$ cat src/hw/rtl/block_padding_inserter_core_macros.svh
// Assertion macros shared by the block padding inserter RTL.
// Define NO_ASSERTIONS to compile the macros away; no other dependencies.
`ifndef BLOCK_PADDING_INSERTER_CORE_MACROS_SVH
`define BLOCK_PADDING_INSERTER_CORE_MACROS_SVH
`ifndef NO_ASSERTIONS
// Clocked check with reset disable and a fixed failure message.
`define PBI_ASSERT(lbl, clk, rst_n, prop) \
  lbl: assert property (@(posedge clk) disable iff (!rst_n) prop) \
    else $error("pbi assertion failed");
// Clocked check with reset disable and a caller-supplied message.
`define PBI_ASSERT_MSG(lbl, clk, rst_n, prop, msg) \
  lbl: assert property (@(posedge clk) disable iff (!rst_n) prop) \
    else $error(msg);
`else
`define PBI_ASSERT(lbl, clk, rst_n, prop)
`define PBI_ASSERT_MSG(lbl, clk, rst_n, prop, msg)
`endif
`endif

$ cat src/hw/rtl/pbi_pkg.sv
// Package for the block padding inserter: payload and control types, constants
// and the LFSR step function. No dependencies.
`default_nettype none
package pbi_pkg;

  localparam int MAX_BLOCK_DEF = 32;
  localparam int BLOCK_SIZE_W  = 6;
  localparam int PAD_MODE_W    = 3;
  localparam int CFG_IDX_W     = 2;
  localparam int CFG_DATA_W    = 16;

  localparam logic [15:0] LFSR_TAPS = 16'hB400;

  // Register indexes on the configuration port.
  localparam logic [CFG_IDX_W-1:0] CFG_BLOCK_SIZE  = 2'd0;
  localparam logic [CFG_IDX_W-1:0] CFG_PAD_MODE    = 2'd1;
  localparam logic [CFG_IDX_W-1:0] CFG_PAD_BYTE    = 2'd2;
  localparam logic [CFG_IDX_W-1:0] CFG_RANDOM_SEED = 2'd3;

  // Pad mode codes.
  localparam logic [PAD_MODE_W-1:0] PAD_ZERO   = 3'd0;
  localparam logic [PAD_MODE_W-1:0] PAD_ANSI   = 3'd1;
  localparam logic [PAD_MODE_W-1:0] PAD_ISO    = 3'd2;
  localparam logic [PAD_MODE_W-1:0] PAD_PKCS7  = 3'd3;
  localparam logic [PAD_MODE_W-1:0] PAD_CUSTOM = 3'd4;

  // Register reset values.
  localparam logic [BLOCK_SIZE_W-1:0] BLOCK_SIZE_RST = 6'd8;
  localparam logic [PAD_MODE_W-1:0]   PAD_MODE_RST   = PAD_ZERO;
  localparam logic [7:0]              PAD_BYTE_RST   = 8'h01;
  localparam logic [15:0]             SEED_RST       = 16'h0001;

  typedef struct packed {
    logic [7:0] data_byte;
    logic       byte_present;
    logic       message_end;
  } pbi_in_t;

  typedef struct packed {
    logic [7:0] out_byte;
    logic       is_pad;
    logic       final_byte;
  } pbi_out_t;

  typedef struct packed {
    logic [BLOCK_SIZE_W-1:0] block_size;
    logic [PAD_MODE_W-1:0]   pad_mode;
    logic [7:0]              pad_byte;
    logic [15:0]             random_seed;
  } pbi_cfg_t;

  // Commands from the controller to the datapath.
  typedef struct packed {
    logic accept;
    logic emit_pad;
  } pbi_cmd_t;

  // Status from the datapath to the controller.
  typedef struct packed {
    logic out_free;
    logic pad_last;
  } pbi_sts_t;

  // One step of the Galois LFSR.
  function automatic logic [15:0] lfsr_step(input logic [15:0] v);
    logic [15:0] s;
    s = {1'b0, v[15:1]};
    if (v[0]) begin
      s = s ^ LFSR_TAPS;
    end
    return s;
  endfunction

endpackage
`default_nettype wire

$ cat src/hw/rtl/pbi_cfg_regs.sv
// Configuration registers of the block padding inserter.
// Depends on pbi_pkg for the register indexes and reset values.
`default_nettype none
module pbi_cfg_regs (
  input  wire logic                           clk,
  input  wire logic                           rst_n,
  input  wire logic                           cfg_we,
  input  wire logic [pbi_pkg::CFG_IDX_W-1:0]  cfg_index,
  input  wire logic [pbi_pkg::CFG_DATA_W-1:0] cfg_data,
  output pbi_pkg::pbi_cfg_t                   cfg
);
  import pbi_pkg::*;

  pbi_cfg_t cfg_r;
  pbi_cfg_t cfg_nxt;

  always_comb begin
    cfg_nxt = cfg_r;
    if (cfg_we) begin
      case (cfg_index)
        CFG_BLOCK_SIZE:  cfg_nxt.block_size  = cfg_data[BLOCK_SIZE_W-1:0];
        CFG_PAD_MODE:    cfg_nxt.pad_mode    = cfg_data[PAD_MODE_W-1:0];
        CFG_PAD_BYTE:    cfg_nxt.pad_byte    = cfg_data[7:0];
        CFG_RANDOM_SEED: cfg_nxt.random_seed = cfg_data[15:0];
        default:         cfg_nxt = cfg_r;
      endcase
    end
  end

  always_ff @(posedge clk) begin
    if (!rst_n) begin
      cfg_r.block_size  <= BLOCK_SIZE_RST;
      cfg_r.pad_mode    <= PAD_MODE_RST;
      cfg_r.pad_byte    <= PAD_BYTE_RST;
      cfg_r.random_seed <= SEED_RST;
    end else begin
      cfg_r <= cfg_nxt;
    end
  end

  assign cfg = cfg_r;

endmodule
`default_nettype wire

$ cat src/hw/rtl/pbi_ctrl.sv
// Controller state machine of the block padding inserter: accepts items and
// sequences the padding tail. Depends on pbi_pkg and the assertion macros.
`default_nettype none
`include "block_padding_inserter_core_macros.svh"
module pbi_ctrl (
  input  wire logic              clk,
  input  wire logic              rst_n,
  input  wire logic              in_valid,
  input  wire logic              message_end,
  input  wire pbi_pkg::pbi_sts_t sts,
  output logic                   in_ready,
  output pbi_pkg::pbi_cmd_t      cmd
);
  import pbi_pkg::*;

  typedef enum logic {
    S_IDLE,
    S_PAD
  } state_t;

  state_t state_r;
  state_t state_nxt;

  always_comb begin
    in_ready     = 1'b0;
    cmd.accept   = 1'b0;
    cmd.emit_pad = 1'b0;
    state_nxt    = state_r;
    case (state_r)
      S_IDLE: begin
        // A new item is taken whenever the output register can take its byte.
        in_ready   = sts.out_free;
        cmd.accept = in_valid && sts.out_free;
        if (cmd.accept && message_end) begin
          state_nxt = S_PAD;
        end
      end
      S_PAD: begin
        cmd.emit_pad = sts.out_free;
        if (sts.out_free && sts.pad_last) begin
          state_nxt = S_IDLE;
        end
      end
      default: state_nxt = S_IDLE;
    endcase
  end

  always_ff @(posedge clk) begin
    if (!rst_n) begin
      state_r <= S_IDLE;
    end else begin
      state_r <= state_nxt;
    end
  end

  `PBI_ASSERT(a_end_starts_pad, clk, rst_n, (cmd.accept && message_end) |=> (state_r == S_PAD))
  `PBI_ASSERT(a_last_pad_ends, clk, rst_n, (cmd.emit_pad && sts.pad_last) |=> (state_r == S_IDLE))
  `PBI_ASSERT_MSG(a_no_accept_in_pad, clk, rst_n, (state_r == S_PAD) |-> !cmd.accept, "item taken during padding")

endmodule
`default_nettype wire

$ cat src/hw/rtl/pbi_datapath.sv
// Datapath of the block padding inserter: block position, LFSR, pad counter
// and output register. Depends on pbi_pkg and the assertion macros.
`default_nettype none
`include "block_padding_inserter_core_macros.svh"
module pbi_datapath #(
  parameter int MAX_BLOCK = pbi_pkg::MAX_BLOCK_DEF
) (
  input  wire logic              clk,
  input  wire logic              rst_n,
  input  wire pbi_pkg::pbi_in_t  in_data,
  input  wire pbi_pkg::pbi_cfg_t cfg,
  input  wire pbi_pkg::pbi_cmd_t cmd,
  input  wire logic              out_ready,
  output pbi_pkg::pbi_sts_t      sts,
  output logic                   out_valid,
  output pbi_pkg::pbi_out_t      out_data
);
  import pbi_pkg::*;

  localparam int CNT_W = $clog2(MAX_BLOCK + 1);
  localparam int EXT_W = (CNT_W > BLOCK_SIZE_W) ? CNT_W : BLOCK_SIZE_W;

  logic [CNT_W-1:0] block_position_r, block_position_nxt;
  logic [CNT_W-1:0] pad_remaining_r, pad_remaining_nxt;
  logic [CNT_W-1:0] pad_len_r, pad_len_nxt;
  logic [15:0]      lfsr_r, lfsr_nxt;
  logic             message_started_r, message_started_nxt;
  logic             out_valid_r, out_valid_nxt;
  pbi_out_t         out_r, out_nxt;

  logic [EXT_W-1:0] bs_ext;
  logic [CNT_W-1:0] bs;
  logic [CNT_W-1:0] pos_base;
  logic [CNT_W:0]   pos_inc;
  logic [CNT_W-1:0] pos_after;
  logic [15:0]      lfsr_adv;
  logic [7:0]       pad_value;
  logic             pad_last;

  // Block size clamped to 1..MAX_BLOCK.
  always_comb begin
    bs_ext = EXT_W'(cfg.block_size);
    if (bs_ext == '0) begin
      bs = CNT_W'(1);
    end else if (bs_ext > EXT_W'(MAX_BLOCK)) begin
      bs = CNT_W'(MAX_BLOCK);
    end else begin
      bs = bs_ext[CNT_W-1:0];
    end
  end

  // A fresh message starts aligned; so does a position left beyond a lowered block size.
  always_comb begin
    if (!message_started_r || (block_position_r >= bs)) begin
      pos_base = '0;
    end else begin
      pos_base = block_position_r;
    end
    pos_inc = {1'b0, pos_base} + (CNT_W + 1)'(1);
    if (!in_data.byte_present) begin
      pos_after = pos_base;
    end else if (pos_inc >= {1'b0, bs}) begin
      pos_after = '0;
    end else begin
      pos_after = pos_inc[CNT_W-1:0];
    end
  end

  assign pad_last = (pad_remaining_r == CNT_W'(1));
  assign lfsr_adv = lfsr_step(lfsr_r);

  always_comb begin
    case (cfg.pad_mode)
      PAD_ANSI:   pad_value = pad_last ? 8'(pad_len_r) : 8'h00;
      PAD_ISO:    pad_value = lfsr_adv[7:0];
      PAD_PKCS7:  pad_value = 8'(pad_len_r);
      PAD_CUSTOM: pad_value = cfg.pad_byte;
      default:    pad_value = 8'h00;
    endcase
  end

  always_comb begin
    block_position_nxt  = block_position_r;
    pad_remaining_nxt   = pad_remaining_r;
    pad_len_nxt         = pad_len_r;
    lfsr_nxt            = lfsr_r;
    message_started_nxt = message_started_r;
    out_nxt             = out_r;
    out_valid_nxt       = out_valid_r && !out_ready;

    // Items with neither a byte nor an end mark leave all state untouched.
    if (cmd.accept && (in_data.byte_present || in_data.message_end)) begin
      if (!message_started_r) begin
        lfsr_nxt = (cfg.random_seed == 16'h0000) ? 16'h0001 : cfg.random_seed;
      end
      if (in_data.byte_present) begin
        out_nxt.out_byte   = in_data.data_byte;
        out_nxt.is_pad     = 1'b0;
        out_nxt.final_byte = 1'b0;
        out_valid_nxt      = 1'b1;
      end
      if (in_data.message_end) begin
        pad_remaining_nxt   = bs - pos_after;
        pad_len_nxt         = bs - pos_after;
        block_position_nxt  = '0;
        message_started_nxt = 1'b0;
      end else begin
        block_position_nxt  = pos_after;
        message_started_nxt = 1'b1;
      end
    end

    if (cmd.emit_pad) begin
      if (cfg.pad_mode == PAD_ISO) begin
        lfsr_nxt = lfsr_adv;
      end
      out_nxt.out_byte   = pad_value;
      out_nxt.is_pad     = 1'b1;
      out_nxt.final_byte = pad_last;
      out_valid_nxt      = 1'b1;
      pad_remaining_nxt  = pad_remaining_r - CNT_W'(1);
    end
  end

  always_ff @(posedge clk) begin
    if (!rst_n) begin
      block_position_r  <= '0;
      pad_remaining_r   <= '0;
      lfsr_r            <= 16'h0001;
      message_started_r <= 1'b0;
      out_valid_r       <= 1'b0;
    end else begin
      block_position_r  <= block_position_nxt;
      pad_remaining_r   <= pad_remaining_nxt;
      lfsr_r            <= lfsr_nxt;
      message_started_r <= message_started_nxt;
      out_valid_r       <= out_valid_nxt;
    end
  end

  always_ff @(posedge clk) begin
    pad_len_r <= pad_len_nxt;
    out_r     <= out_nxt;
  end

  assign sts.out_free = !out_valid_r || out_ready;
  assign sts.pad_last = pad_last;
  assign out_valid    = out_valid_r;
  assign out_data     = out_r;

  `PBI_ASSERT(a_final_is_pad, clk, rst_n, (out_valid_r && out_r.final_byte) |-> out_r.is_pad)
  `PBI_ASSERT_MSG(a_pad_count_live, clk, rst_n, cmd.emit_pad |-> (pad_remaining_r != '0), "pad emitted with no count left")
  `PBI_ASSERT(a_pos_in_range, clk, rst_n, message_started_r |-> (block_position_r < CNT_W'(MAX_BLOCK)))

endmodule
`default_nettype wire

$ cat src/hw/rtl/block_padding_inserter_core.sv
// Top level of the block padding inserter: configuration registers, controller
// and datapath. Depends on pbi_pkg, pbi_cfg_regs, pbi_ctrl and pbi_datapath.
//
// Use: message bytes enter on the in_ channel (valid/ready), one item per byte.
// An item with byte_present set passes its byte through; an item with
// message_end set closes the message and is followed by 1 to block_size pad
// bytes, a full block when the message is aligned or empty. An item with
// neither flag is dropped without any result.
// Results leave on the out_ channel (valid/ready) from a single output
// register; final_byte marks the last pad byte of a message.
// A passed byte appears on the output in the cycle after its item is accepted.
// Throughput: one item per cycle for bytes within a message while out_ready
// is high; after an item that ends the message, in_ready stays low while the
// pad sequencer emits one pad byte per cycle until the last pad byte is out.
// When the receiver stalls, the output register holds its item and in_ready
// drops, so nothing is lost; the pad sequence resumes when out_ready returns.
// Reset (synchronous, rst_n low) restores register defaults (block size 8, zero
// padding, pad byte 1, seed 1), empties the output and clears the position.
// Configuration must be written on cfg_ while idle; the block does not check.
`default_nettype none
module block_padding_inserter_core #(
  parameter int MAX_BLOCK = pbi_pkg::MAX_BLOCK_DEF
) (
  input  wire logic                           clk,
  input  wire logic                           rst_n,
  input  wire logic                           in_valid,
  output logic                                in_ready,
  input  wire pbi_pkg::pbi_in_t               in_data,
  output logic                                out_valid,
  input  wire logic                           out_ready,
  output pbi_pkg::pbi_out_t                   out_data,
  input  wire logic                           cfg_we,
  input  wire logic [pbi_pkg::CFG_IDX_W-1:0]  cfg_index,
  input  wire logic [pbi_pkg::CFG_DATA_W-1:0] cfg_data
);
  import pbi_pkg::*;

  pbi_cfg_t cfg;
  pbi_cmd_t cmd;
  pbi_sts_t sts;

  pbi_cfg_regs u_cfg (
    .clk       (clk),
    .rst_n     (rst_n),
    .cfg_we    (cfg_we),
    .cfg_index (cfg_index),
    .cfg_data  (cfg_data),
    .cfg       (cfg)
  );

  // The controller only decides when items are taken and pads are emitted.
  pbi_ctrl u_ctrl (
    .clk         (clk),
    .rst_n       (rst_n),
    .in_valid    (in_valid),
    .message_end (in_data.message_end),
    .sts         (sts),
    .in_ready    (in_ready),
    .cmd         (cmd)
  );

  // The datapath tracks block position, LFSR and pad count, and owns the
  // output register.
  pbi_datapath #(
    .MAX_BLOCK (MAX_BLOCK)
  ) u_dp (
    .clk       (clk),
    .rst_n     (rst_n),
    .in_data   (in_data),
    .cfg       (cfg),
    .cmd       (cmd),
    .out_ready (out_ready),
    .sts       (sts),
    .out_valid (out_valid),
    .out_data  (out_data)
  );

endmodule
`default_nettype wire

$ cat config.mk
export PLATFORM = sky130hd
export DESIGN_NAME = block_padding_inserter_core
export DESIGN_NICKNAME = d
export VERILOG_FILES = /design/src/hw/rtl/pbi_pkg.sv /design/src/hw/rtl/pbi_cfg_regs.sv /design/src/hw/rtl/pbi_ctrl.sv /design/src/hw/rtl/pbi_datapath.sv /design/src/hw/rtl/block_padding_inserter_core.sv
export VERILOG_INCLUDE_DIRS = /design/src /design/src/hw/rtl
export SDC_FILE = /design/constraint.sdc
export NUM_CORES = 1
export LEC_CHECK = 0
export BUFFER_PORTS_ARGS = -buffer_cell sky130_fd_sc_hd__buf_2
export CAP_MARGIN = 20
export CORE_MARGIN = 2
export CORE_UTILIZATION = 52
export CTS_BUF_LIST = sky130_fd_sc_hd__clkbuf_4 sky130_fd_sc_hd__clkbuf_8
export DETAILED_ROUTE_END_ITERATION = 7
export PLACE_DENSITY_LB_ADDON = 0.12
export SYNTH_ARGS = -nofsm -noshare
export SYNTH_HDL_FRONTEND = slang
export SYNTH_SLANG_ARGS = --single-unit
$ cat constraint.sdc
create_clock -name clk -period 5.75 [get_ports clk]
set_clock_uncertainty 0.1 [all_clocks]
set_input_delay 0.2875 -clock clk [delete_from_list [all_inputs] [get_ports clk]]
set_output_delay 0.2875 -clock clk [all_outputs]
set_load 0.005 [all_outputs]
# Yosys cells after proc, flatten, opt, wreduce, memory -nomap -nowiden
# Index checks and enable logic that the tools add are counted.
# totals
ff_bits	80
elab_cells	85
# op_classes
muxes	30
n_eq_ne	8
n_lt_le_gt_ge	3
n_addsub	3
n_reduce_logical	25
bitwise	2
# op_table
cell	count
2-to-1 mux 16 bit	6
2-to-1 mux 6 bit	10
case mux 8 bit (4 select lines)	1
2-to-1 mux 10 bit	3
zero test 16 bit	1
AND reduction 2 bit	8
2-to-1 mux 1 bit	9
adder 6 x 1 -> 7 bit (second input constant)	1
>= comparator 7 x 6 -> 1 bit	1
equality test 3 x 2 -> 1 bit (second input constant)	2
equality test 6 x 1 -> 1 bit (second input constant)	1
>= comparator 6 bit	1
greater-than comparator 6 bit (second input constant)	1
zero test 6 bit	1
nonzero test 2 bit	3
subtractor 6 x 1 -> 6 bit (second input constant)	1
subtractor 6 bit	1
logical AND 1 bit	5
equality test 2 bit (second input constant)	2
inverter 3 -> 4 bit	1
equality test 3 x 1 -> 1 bit (second input constant)	1
equality test 3 bit (second input constant)	1
zero test 1 bit	3
logical OR 1 bit	3
4 further kinds	4

# Logic depth before layout (Yosys ltp)
# Gate-level depths: netlist of run 1.
# depth
depth_word	14
ltp_mapped	31
depth_no_buf	30

# By module
# A second synthesis of run 1 with hierarchy kept.
# hier_totals
hier_cells	485
area_unflattened_um2	4329.2
# by_module_without_submodules
module	seq_area_each_um2	cells_per_inst	area_each_um2	instances
pbi_datapath	1071.0	349	2974.1	1
pbi_cfg_regs	660.6	129	1295.0	1
pbi_ctrl	20.0	7	60.1	1

# Worst setup path before layout of run 1
# OpenSTA, ideal clock, no wires.
# synth_timing
path_kind	register to register
start	register u_cfg.cfg_r, in the netlist u_cfg.cfg[28]
end	register u_dp.pad_remaining_r[5]
n_path_buf	1
setup_time_ns	0.073
arrival_ns	5.507
path_slack_ns	0.070
stages_incl_launch_ff	30
required_time_ns	5.577
cell_sequence	dfxtp_1 -> nor4_1 -> nor2_1 -> nor2_1 -> ha_1 -> nor2b_1 -> o21ai_1 -> a41oi_2 -> and2_1 -> buf_2 -> nand2_1 -> inv_1 -> ha_1 -> and2_1 -> nand2_1 -> xnor2_1 -> nor2_1 -> ha_1 -> a21o_1 -> a221oi_2 -> nand2_1 -> a21oi_1 -> a22oi_1 -> ha_1 -> nor2b_1 -> o211a_4 -> a2111oi_4 -> a311oi_2 -> or4_1 -> o211ai_2
# synth_via
elab_chain_cells	14
word_cells_on_any_way	15
classes_between	add/sub: 2; order compare: 3; mux: 8; reduce/logical: 2
# synth_lines
element	line	text
start, declared	pbi_cfg_regs.sv:14	pbi_cfg_t cfg_r;
start signal, assigned	pbi_cfg_regs.sv:37	cfg_r <= cfg_nxt;
greater-than comparator 6 bit	pbi_datapath.sv:45	end else if (bs_ext > EXT_W'(MAX_BLOCK)) begin
2-to-1 mux 6 bit	pbi_datapath.sv:45	
2-to-1 mux 6 bit (*)	pbi_datapath.sv:43	if (bs_ext == '0) begin
>= comparator 6 bit	pbi_datapath.sv:54	if (!message_started_r || (block_position_r >= bs)) begin
logical OR 1 bit	pbi_datapath.sv:54	
2-to-1 mux 6 bit	pbi_datapath.sv:54	
adder 6 x 1 -> 7 bit	pbi_datapath.sv:59	pos_inc = {1'b0, pos_base} + (CNT_W + 1)'(1);
>= comparator 7 x 6 -> 1 bit	pbi_datapath.sv:62	end else if (pos_inc >= {1'b0, bs}) begin
2-to-1 mux 6 bit	pbi_datapath.sv:62	
2-to-1 mux 6 bit	pbi_datapath.sv:60	if (!in_data.byte_present) begin
subtractor 6 bit (*)	pbi_datapath.sv:103	pad_remaining_nxt = bs - pos_after;
2-to-1 mux 6 bit (*)	pbi_datapath.sv:102	if (in_data.message_end) begin
2-to-1 mux 6 bit (*)	pbi_datapath.sv:92	if (cmd.accept && (in_data.byte_present || in_data.message_end)) begin
2-to-1 mux 6 bit (*)	pbi_datapath.sv:113	if (cmd.emit_pad) begin
end signal, assigned	pbi_datapath.sv:134	pad_remaining_r <= pad_remaining_nxt;
end, declared	pbi_datapath.sv:24	logic [CNT_W-1:0] pad_remaining_r, pad_remaining_nxt;
# Mark *: on every way between the ends. The rest lies on a longest branch, timed or not. The select of a mux whose other input is x is not followed.
# A chain may end at the register's enable or synchronous reset.

# Worst setup path after layout of run 1
# Ends and elaborated chain as after synthesis.

==> flow_summary.ini, run 1 <==
[status]
status = finished clean

[sta]
timing.fmax_mhz = 182.0
max_slew.worst_pin.slew_ns = 0.9672
timing.final.crit_period_ns = 5.495
timing_hold_violations_final = 0
finalSetupViolations = 0
report.final.slew_viol_count = 0
final.setup.worst_slack_ns = 0.2548
min_period_over_period = 0.9557
slew_headroom = 0.3536

[placed_design]
gp_congestion = 0.8767
area_post_placement_um2 = 4711
dp.cells = 630
hpwl_um = 7315
port_buffers = 44
place_worst_setup_slack_ns = -0.00001510

[routing]
avgViaCountPerCell = 5.626
wirelength_routed_um = 9958
final_antenna_net_count = 0
first_iteration_detailed_routing_drc_count = 281
post-route-drc-count = 0
routed-via-count = 3674
drt_first_pass_iters = 4
detail_route.wl_per_cell_um = 15.25

[cts]
cts.root.buffer_cell = clkbuf_8
cts_tree = built
h-tree-depth = 3
cts_hold_repair.buffers = 0
clk-insertion-delay-late_ns = 0.34
cts.path.max_buffers = 2
cts_inserted_buffers = 9
clkSinkCount = 80
cts.clk_slew.worst_paths_ns = 0.09

[grt]
grt_pass1_wl_um = 16730
grt_most_used_layer = met1
grt.met1_usage = 0.3576
gr-usage-met2 = 0.3438
met3_usage = 0.03915
grt.overflow.total = 0
gr-usage-all-layers = 0.2352
largest_net_degree_at_the_start_of_global_routing = 63
antenna_found_initial = 0
grt_pass1_vias = 3386

[yosys]
yosysMostFrequentCell = nand2_1
synth_top_cells_by_area = dfxtp_1 (30%), edfxtp_1 (10%), nand2_1 (9.0%)
synth_unique_cells = 62
synth.net_count = 550
syn_avg_cell_area_um2 = 8.852
yosysTopAreaCell = dfxtp_1
synth_largest_type_area_fraction = 0.2964
async_flop_share = 0
synth_enable_flop_cells = 15
syn-instance-count = 496
seq_area_frac_synth = 0.3990
synthFlopType = dfxtp_1
synth.yosys.warnings = 0
netlist_area_um2 = 4390
ys_seq_elements = 80
synth_top_cells_by_count = nand2_1 (105), dfxtp_1 (65), nor2_1 (28)

[worst_setup_path]
worstReg2RegStart = u_cfg.cfg[28]$_SDFFE_PN0P_
cpPeakStageDelay_ns = 0.53
slowest_stage = or4_4
timing.critical_path.max_delay_family = simple AND/OR/NAND/NOR gates
path_buf_inv = 1
cp_max_fo = 4
criticalPathCategory = reg2reg
critical-path-top-cell-by-count = ha_1
setup.worst_path.start_class = register
critical_path_required_ns = 5.92
setup_slack_of_the_worst_register_to_register_path_ns = 0.25
reg2reg_depth = 28
cp.arrival_ns = 5.67
crit_path_end_kind = register
regToRegEndpoint = u_dp.pad_remaining_r[5]$_SDFFE_PN0P_

[die]
die_h_um = 95.89
rows = 33
design.die.area_um2 = 9194
initial_utilization = 0.5343
die_width_um = 95.89
ports_placed_on_the_boundary = 45
core_area_um2 = 8217

[finish]
final_design_utilization = 0.6100
final-instance-count-excl-fill = 653
num_antenna_cells = 0
drive_gt1_frac = 0.1898
finish.instance_area_um2 = 5012
area.growth.synth_to_final_pct = 14.16
nets = 597
layout.filler_cells = 737

[min_path]
hold_class = in2reg
holdPathStages = 3
worstHoldEndpoint = u_cfg.cfg[9]$_SDFFE_PN0P_
hold_path.startpoint = cfg_data[9]

[pwr]
net-switching-power_w = 0.0003440
power_frac_seq = 0.505
power_density_nw_per_um2 = 245.2
power.static_leakage_nw = 2.173
comb_power_share = 0.147
clock_power_share = 0.348
net_switching_fraction_of_the_power = 0.2799
irDropWorstVdd_mv = 0.1426
cell_internal_power_w = 0.0008851

[job]
maxCapViolations = 0
[worst max-delay path by stage]
stage	start	endpoint	depth (start not counted)
after detailed placement	u_cfg.cfg[28]$_SDFFE_PN0P_	u_dp.pad_remaining_r[5]$_SDFFE_PN0P_	28
final	u_cfg.cfg[28]$_SDFFE_PN0P_	u_dp.pad_remaining_r[5]$_SDFFE_PN0P_	28
after floorplan	u_cfg.cfg[28]$_SDFFE_PN0P_	u_dp.pad_remaining_r[5]$_SDFFE_PN0P_	29
after global placement	u_cfg.cfg[28]$_SDFFE_PN0P_	u_dp.pad_remaining_r[5]$_SDFFE_PN0P_	28
after global routing	u_cfg.cfg[28]$_SDFFE_PN0P_	u_dp.pad_remaining_r[5]$_SDFFE_PN0P_	26
after CTS	u_cfg.cfg[28]$_SDFFE_PN0P_	u_dp.pad_remaining_r[5]$_SDFFE_PN0P_	28
[power groups by stage]
stage          clock, W  combinational (W)  sequential [W]
2_1_floorplan         0           0.000120        0.000629
3_3_place_gp          0           0.000169        0.000633
3_5_place_dp          0           0.000172        0.000633
4_1_cts        0.000433           0.000173        0.000620
5_1_grt        0.000459           0.000204        0.000625
6_report       0.000428           0.000181        0.000621
[worst min-delay path, cell delays in order]
cell,delay [ns]
buf_2,0.09
nand2_1,0.04
a21boi_0,0.06
[registers in the layout (all words and copies together), names as in the netlist]
register                cells
u_ctrl.state_r              1
u_dp.out_valid              1
u_dp.message_started_r      1
u_dp.lfsr_r                16
u_cfg.cfg                  33
u_dp.pad_remaining_r        6
u_dp.pad_len_r              6
u_dp.out_data              10
u_dp.block_position_r       6
[metal layers]
metal	wire length [um]	share of wire	vias up
met5	0	0	-
met4	42	0.0042	0
met3	605	0.061	4
met2	4456	0.45	93
met1	4854	0.49	1717
li1	-	-	1860
[layout by cell type (no fill, tap or decap), drive strengths merged, types with 19 or more instances in the layout]
cell type and instances:
nand2 105, mux2i 22, a21boi 27, inv 23, o21ai 19, ha 20
nor2 28, dfxtp 65, buf 60
[metrics by stage]
stage	TNS, ns	hold WS (ns)	total power (W)
floorplan	0	0.3115	0.0007491
global placement	0	0.3278	0.0008020
detailed placement	-0.00001510	0.3444	0.0008052
CTS	0	0.07069	0.001226
global route	-0.02411	0.08174	0.001288
finish	0	0.08071	0.001229
[final cells by class]
class / count / area (um^2) / area share
Clock inverter: 7 / 77.57 / 0.01548
Timing Repair Buffer: 60 / 340.3 / 0.06790
Tap cell: 105 / 131.4 / 0.02621
Multi-Input combinational cell: 372 / 2512 / 0.5012
Sequential cell: 80 / 1752 / 0.3495
Inverter: 20 / 75.07 / 0.01498
Clock buffer: 9 / 123.9 / 0.02471
[cell families after synthesis]
group,Yosys count,synth area share
buffers and inverters,44,0.03961
AOI/OAI and AO/OA,122,0.2160
adders and majority gates,21,0.06156
xor gates and xnor gates,11,0.02194
muxes,23,0.05272
and+or+nand+nor,195,0.2092
DFF,80,0.3990
[repair_timing]
item / in CTS / in global routing
resized for setup: 1 / 12
gates cloned: 0 / 0
buffers inserted: 0 / 7
pin swaps: 0 / 6
endpoints found under the setup margin: 1 / 4
(Power assumes the default switching activity.)
==> inputs of run 2 (changes only) <==
--- a/config.mk
+++ b/config.mk
@@ -8,6 +8,7 @@
 export LEC_CHECK = 0
 export BUFFER_PORTS_ARGS = -buffer_cell sky130_fd_sc_hd__buf_2
 export CAP_MARGIN = 20
+export CORE_ASPECT_RATIO = 0.5
 export CORE_MARGIN = 2
 export CORE_UTILIZATION = 52
 export CTS_BUF_LIST = sky130_fd_sc_hd__clkbuf_4 sky130_fd_sc_hd__clkbuf_8
==> flow_summary.ini, run 2 (same netlist as run 1, synthesis figures left out) <==
[status]
status = finished clean

[min_path]
hold_class = in2reg
hold_path.startpoint = cfg_data[10]

[sta]
setup_tns_ns = 0
timing.fmax_mhz = 181.8
slew_headroom = 0.3653
finalSetupViolations = 0
final.setup.worst_slack_ns = 0.2503
report.final.slew_viol_count = 0
min_period_over_period = 0.9565
max_slew.worst_pin.slew_ns = 0.9497
timing_hold_violations_final = 0
timing.final.crit_period_ns = 5.500

[finish]
highest_count_cells_in_the_layout_ignoring_fill_and_taps = nand2_1 (104), dfxtp_1 (63), buf_2 (44)
largest_register_ff_count = 33
final_design_utilization = 0.6283
num_antenna_cells = 0
nets = 597
area.growth.synth_to_final_pct = 15.73
drive_gt1_frac = 0.1953
mostFrequentLayoutCell = nand2_1
final-instance-count-excl-fill = 660

[cts]
h-tree-depth = 3
cts.root.buffer_cell = clkbuf_8
clk-insertion-delay-late_ns = 0.36
cts.path.max_buffers = 2
cts_tree = built
cts.clk_slew.worst_paths_ns = 0.08
clkSinkCount = 80
cts_inserted_buffers = 9

[routing]
first_iteration_detailed_routing_drc_count = 246
avgViaCountPerCell = 5.541
final_antenna_net_count = 0
detail_route.wl_per_cell_um = 15.08
wirelength_routed_um = 9954
post-route-drc-count = 0
routed-via-count = 3657
drt_first_pass_iters = 6

[job]
maxCapViolations = 0

[die]
rows = 23
core_area_um2 = 8087
die_h_um = 68.98
die_width_um = 133.9
design.die.area_um2 = 9239
ports_placed_on_the_boundary = 45
initial_utilization = 0.5429

[grt]
grt_pass1_vias = 3259
grt_pass1_wl_um = 15880
gr-usage-all-layers = 0.2222
antenna_found_initial = 0
grt.overflow.total = 0
largest_net_degree_at_the_start_of_global_routing = 63

[pwr]
power.static_leakage_nw = 2.211
irDropWorstVdd_mv = 0.1631
power.total_w = 0.001328
power_density_nw_per_um2 = 261.3

[placed_design]
gp_congestion = 0.9487
dp.cells = 636
port_buffers = 44
hpwl_um = 7043
place_worst_setup_slack_ns = 0.007100

[worst_setup_path]
worstReg2RegStart = u_cfg.cfg[28]$_SDFFE_PN0P_
setup_slack_of_the_worst_register_to_register_path_ns = 0.25
reg2reg_depth = 26
criticalPathCategory = reg2reg
crit_path_end_kind = register
timing.critical_path.to = u_dp.pad_remaining_r[5]$_SDFFE_PN0P_
cp.arrival_ns = 5.69
setup.worst_path.start_class = register
regToRegEndpoint = u_dp.pad_remaining_r[5]$_SDFFE_PN0P_
cp_max_fo = 5
startpoint_of_the_worst_setup_timing_path = u_cfg.cfg[28]$_SDFFE_PN0P_
critical_path_required_ns = 5.94
==> run 2: cell count changes in the layout (fill, tap and decap cells not counted), moves of 2 or more <==
cell / before / now
clkbuf_8: 9 / 11
dfxtp_2: 0 / 2
bufinv_16: 1 / 3
dfxtp_1: 65 / 63
==> run 2: timing repair <==
action                     in CTS  in global routing
gates cloned                    0                  0
setup endpoints to repair       1                  4
resized for setup               1                 14
hold buffers                    0                  0
setup buffers                   0                  8
pin swaps                       0                  8
==> run 2: critical path: stages, from the launching register on <==
cell and delay, ns:
dfxtp_2 0.34, nor4_2 0.26, nor2_1 0.08, nor2_2 0.17, ha_1 0.25, nor2b_1 0.12
o21ai_1 0.10, a41oi_2 0.16, buf_4 0.16, and3_1 0.16, ha_2 0.18, and2_4 0.16
nand2_2 0.07, xnor2_1 0.15, nor2_1 0.06, ha_1 0.29, a21o_1 0.18, a221o_1 0.41
o31ai_1 0.25, a21o_1 0.15, nand2_1 0.06, ha_1 0.38, o211a_4 0.19, a2111oi_4 0.33
a311oi_2 0.08, or4_4 0.53, o211ai_2 0.08
==> run 2: cell type report <==
cell class | count | area, um^2
Fill cell | 718 | 3005
Multi-Input combinational cell | 372 | 2510
Sequential cell | 80 | 1754
Timing Repair Buffer | 60 | 340.3
Clock buffer | 12 | 158.9
Tap cell | 112 | 140.1
Clock inverter | 4 | 98.84
Inverter | 20 | 78.83
==> run 2: worst min-delay path by stage <==
stage,slack [ns],cells past startpoint,to
global placement,0.33,2,u_dp.out_data[1]$_SDFFE_PP1P_
CTS,0.06,3,u_cfg.cfg[10]$_SDFFE_PN0P_
floorplan,0.31,2,u_cfg.cfg[0]$_SDFFE_PN1P_
detailed placement,0.33,2,u_dp.out_data[1]$_SDFFE_PP1P_
finish,0.07,3,u_cfg.cfg[10]$_SDFFE_PN0P_
global route,0.08,3,u_cfg.cfg[9]$_SDFFE_PN0P_
==> run 2: per-stage QoR <==
stage | instance area, um^2 | hold WS [ns]
detailed placement | 4712 | 0.3341
finish | 5081 | 0.06962
global placement | 4712 | 0.3332
global route | 5081 | 0.07532
CTS | 4974 | 0.05823
floorplan | 4390 | 0.3115
==> run 2: metal layers <==
| layer | share of wire | up-vias | global-route usage |
|---|---|---|---|
| met1 | 0.51 | 1711 | 0.3000 |
| met4 | 0.013 | 0 | 0.07314 |
| met5 | 0 | - | 0 |
| met3 | 0.038 | 15 | 0.05044 |
| met2 | 0.44 | 74 | 0.3590 |
| li1 | - | 1857 | - |
==> run 2: power by group <==
group / internal, W / switching (W) / total, W
sequential: 0.000601 / 0.0000200 / 0.000621
combinational: 0.0000777 / 0.000101 / 0.000179
clock: 0.000319 / 0.000209 / 0.000527
==> inputs of run 3 (changes only) <==
--- a/config.mk
+++ b/config.mk
@@ -10,7 +10,7 @@
 export CAP_MARGIN = 20
 export CORE_ASPECT_RATIO = 0.5
 export CORE_MARGIN = 2
-export CORE_UTILIZATION = 52
+export CORE_UTILIZATION = 55
 export CTS_BUF_LIST = sky130_fd_sc_hd__clkbuf_4 sky130_fd_sc_hd__clkbuf_8
 export DETAILED_ROUTE_END_ITERATION = 7
 export PLACE_DENSITY_LB_ADDON = 0.12
==> flow_summary.ini, run 3 (same netlist as run 1, synthesis figures left out) <==
[status]
status = finished clean

[sta]
timing.fmax_mhz = 185.3
timing.final.crit_period_ns = 5.398
finalHoldWorstSlack_ns = 0.06243
slew_headroom = 0.3479
min_period_over_period = 0.9387
setup_tns_ns = 0
max_slew.worst_pin.slew_ns = 0.9758
report.final.slew_viol_count = 0
rsz0062_at_grt = false
finalSetupViolations = 0
timing_hold_violations_final = 0

[worst_setup_path]
setup.worst_path.start_class = register
critical-path-top-cell-by-count = ha_1
worstReg2RegStart = u_cfg.cfg[31]$_SDFFE_PN0P_
startpoint_of_the_worst_setup_timing_path = u_cfg.cfg[31]$_SDFFE_PN0P_
critical_path_required_ns = 5.75
cp.arrival_ns = 5.40
path_buf_inv = 2
cp_max_fo = 5
regToRegEndpoint = u_dp.pad_len_r[5]$_DFFE_PP_
criticalPathCategory = reg2reg
setup_slack_of_the_worst_register_to_register_path_ns = 0.35
cpPeakStageDelay_ns = 0.39
slowest_stage = a221o_1
timing.critical_path.max_delay_family = compound AO/OA/AOI/OAI gates
crit_path_end_kind = register
reg2reg_depth = 27

[cts]
cts.clk_slew.worst_paths_ns = 0.08
clk-insertion-delay-late_ns = 0.37
cts.path.max_buffers = 2
clkSinkCount = 80
cts.root.buffer_cell = clkbuf_8
cts_tree = built
cts_inserted_buffers = 9
cts_hold_repair.buffers = 0
h-tree-depth = 3

[finish]
mostFrequentLayoutCell = nand2_1
drive_gt1_frac = 0.1878
final_design_utilization = 0.6589
highest_count_cells_in_the_layout_ignoring_fill_and_taps = nand2_1 (103), dfxtp_1 (64), buf_2 (44)
area.growth.synth_to_final_pct = 13.19
nets = 593
largest_register_ff_count = 33
num_antenna_cells = 0

[die]
die_width_um = 130.4
core_area_um2 = 7542
rows = 22
design.die.area_um2 = 8757
initial_utilization = 0.5821
die_h_um = 67.18
ports_placed_on_the_boundary = 45

[min_path]
holdPathStages = 3
hold_class = in2reg
hold_path.startpoint = cfg_data[15]
worstHoldEndpoint = u_cfg.cfg[15]$_SDFFE_PN0P_

[placed_design]
hpwl_um = 7018
gp_congestion = 0.9101
port_buffers = 44

[grt]
gr-usage-all-layers = 0.2423
antenna_found_initial = 0
grt.overflow.total = 0
largest_net_degree_at_the_start_of_global_routing = 63
grt_pass1_vias = 3375
grt_pass1_wl_um = 16330

[routing]
avgViaCountPerCell = 5.530
final_antenna_net_count = 0
first_iteration_detailed_routing_drc_count = 302
routed-via-count = 3600
post-route-drc-count = 0
drt_first_pass_iters = 6
wirelength_routed_um = 9846
detail_route.wl_per_cell_um = 15.12

[pwr]
power.static_leakage_nw = 2.164
power.total_w = 0.001205
irDropWorstVdd_mv = 0.1452
power_density_nw_per_um2 = 242.4

[job]
maxCapViolations = 0
run 3: cell types whose count changed in the layout (fill, tap and decap cells not counted), sizes merged:
cell / previous run / this run
buf: 60 / 56
bufinv: 3 / 0
clkinv: 0 / 1
clkinvlp: 1 / 0
inv: 20 / 22
run 3: metal layers:
layer,vias up,global-route usage,share of wire
li1,1843,-,-
met1,1666,0.3292,0.50
met2,83,0.3979,0.45
met3,8,0.05784,0.046
met4,0,0.05718,0.0086
met5,-,0,0
run 3: what timing repair did:
item	CTS	global route
endpoints found under the hold margin	0	0
setup endpoints to repair	1	4
pin swaps	0	14
buffers inserted	0	4
gates resized for setup	2	13
run 3: power breakdown:
part	leakage, nW	switching, W	internal [W]
clock network	0.0994	0.000212	0.000193
registers	0.674	0.0000207	0.000601
logic	1.39	0.000101	0.0000770
run 3: final cells by class:
cell class | count | area [um^2]
Clock buffer | 12 | 165.2
Clock inverter | 3 | 23.77
Fill cell | 667 | 2572
Inverter | 20 | 77.57
Multi-Input combinational cell | 372 | 2505
Sequential cell | 80 | 1753
Tap cell | 108 | 135.1
Timing Repair Buffer | 56 | 310.3
run 3: tightest hold or removal path, cell delays in order:
cell,delay (ns)
buf_2,0.09
nand2_1,0.04
a21boi_0,0.06
run 3: worst max-delay path by stage:
stage / cells after the start / end / slack [ns]
floorplan: 29 / u_dp.pad_remaining_r[5]$_SDFFE_PN0P_ / 0.07
global placement: 28 / u_dp.pad_remaining_r[5]$_SDFFE_PN0P_ / 0.13
detailed placement: 27 / u_dp.pad_remaining_r[5]$_SDFFE_PN0P_ / 0.01
CTS: 28 / u_dp.pad_remaining_r[5]$_SDFFE_PN0P_ / 0.06
global route: 29 / u_dp.pad_remaining_r[5]$_SDFFE_PN0P_ / 0.01
finish: 27 / u_dp.pad_len_r[5]$_DFFE_PP_ / 0.35
run 3: metrics by stage:
| step | cells | area [um^2] | setup slack, ns |
|---|---|---|---|
| finish | 651 | 4970 | 0.3523 |
| global placement | 632 | 4707 | 0.1302 |
| global route | 651 | 4970 | 0.01417 |
| CTS | 647 | 4900 | 0.05892 |
| detailed placement | 632 | 4707 | 0.01469 |
| floorplan | 496 | 4390 | 0.06957 |
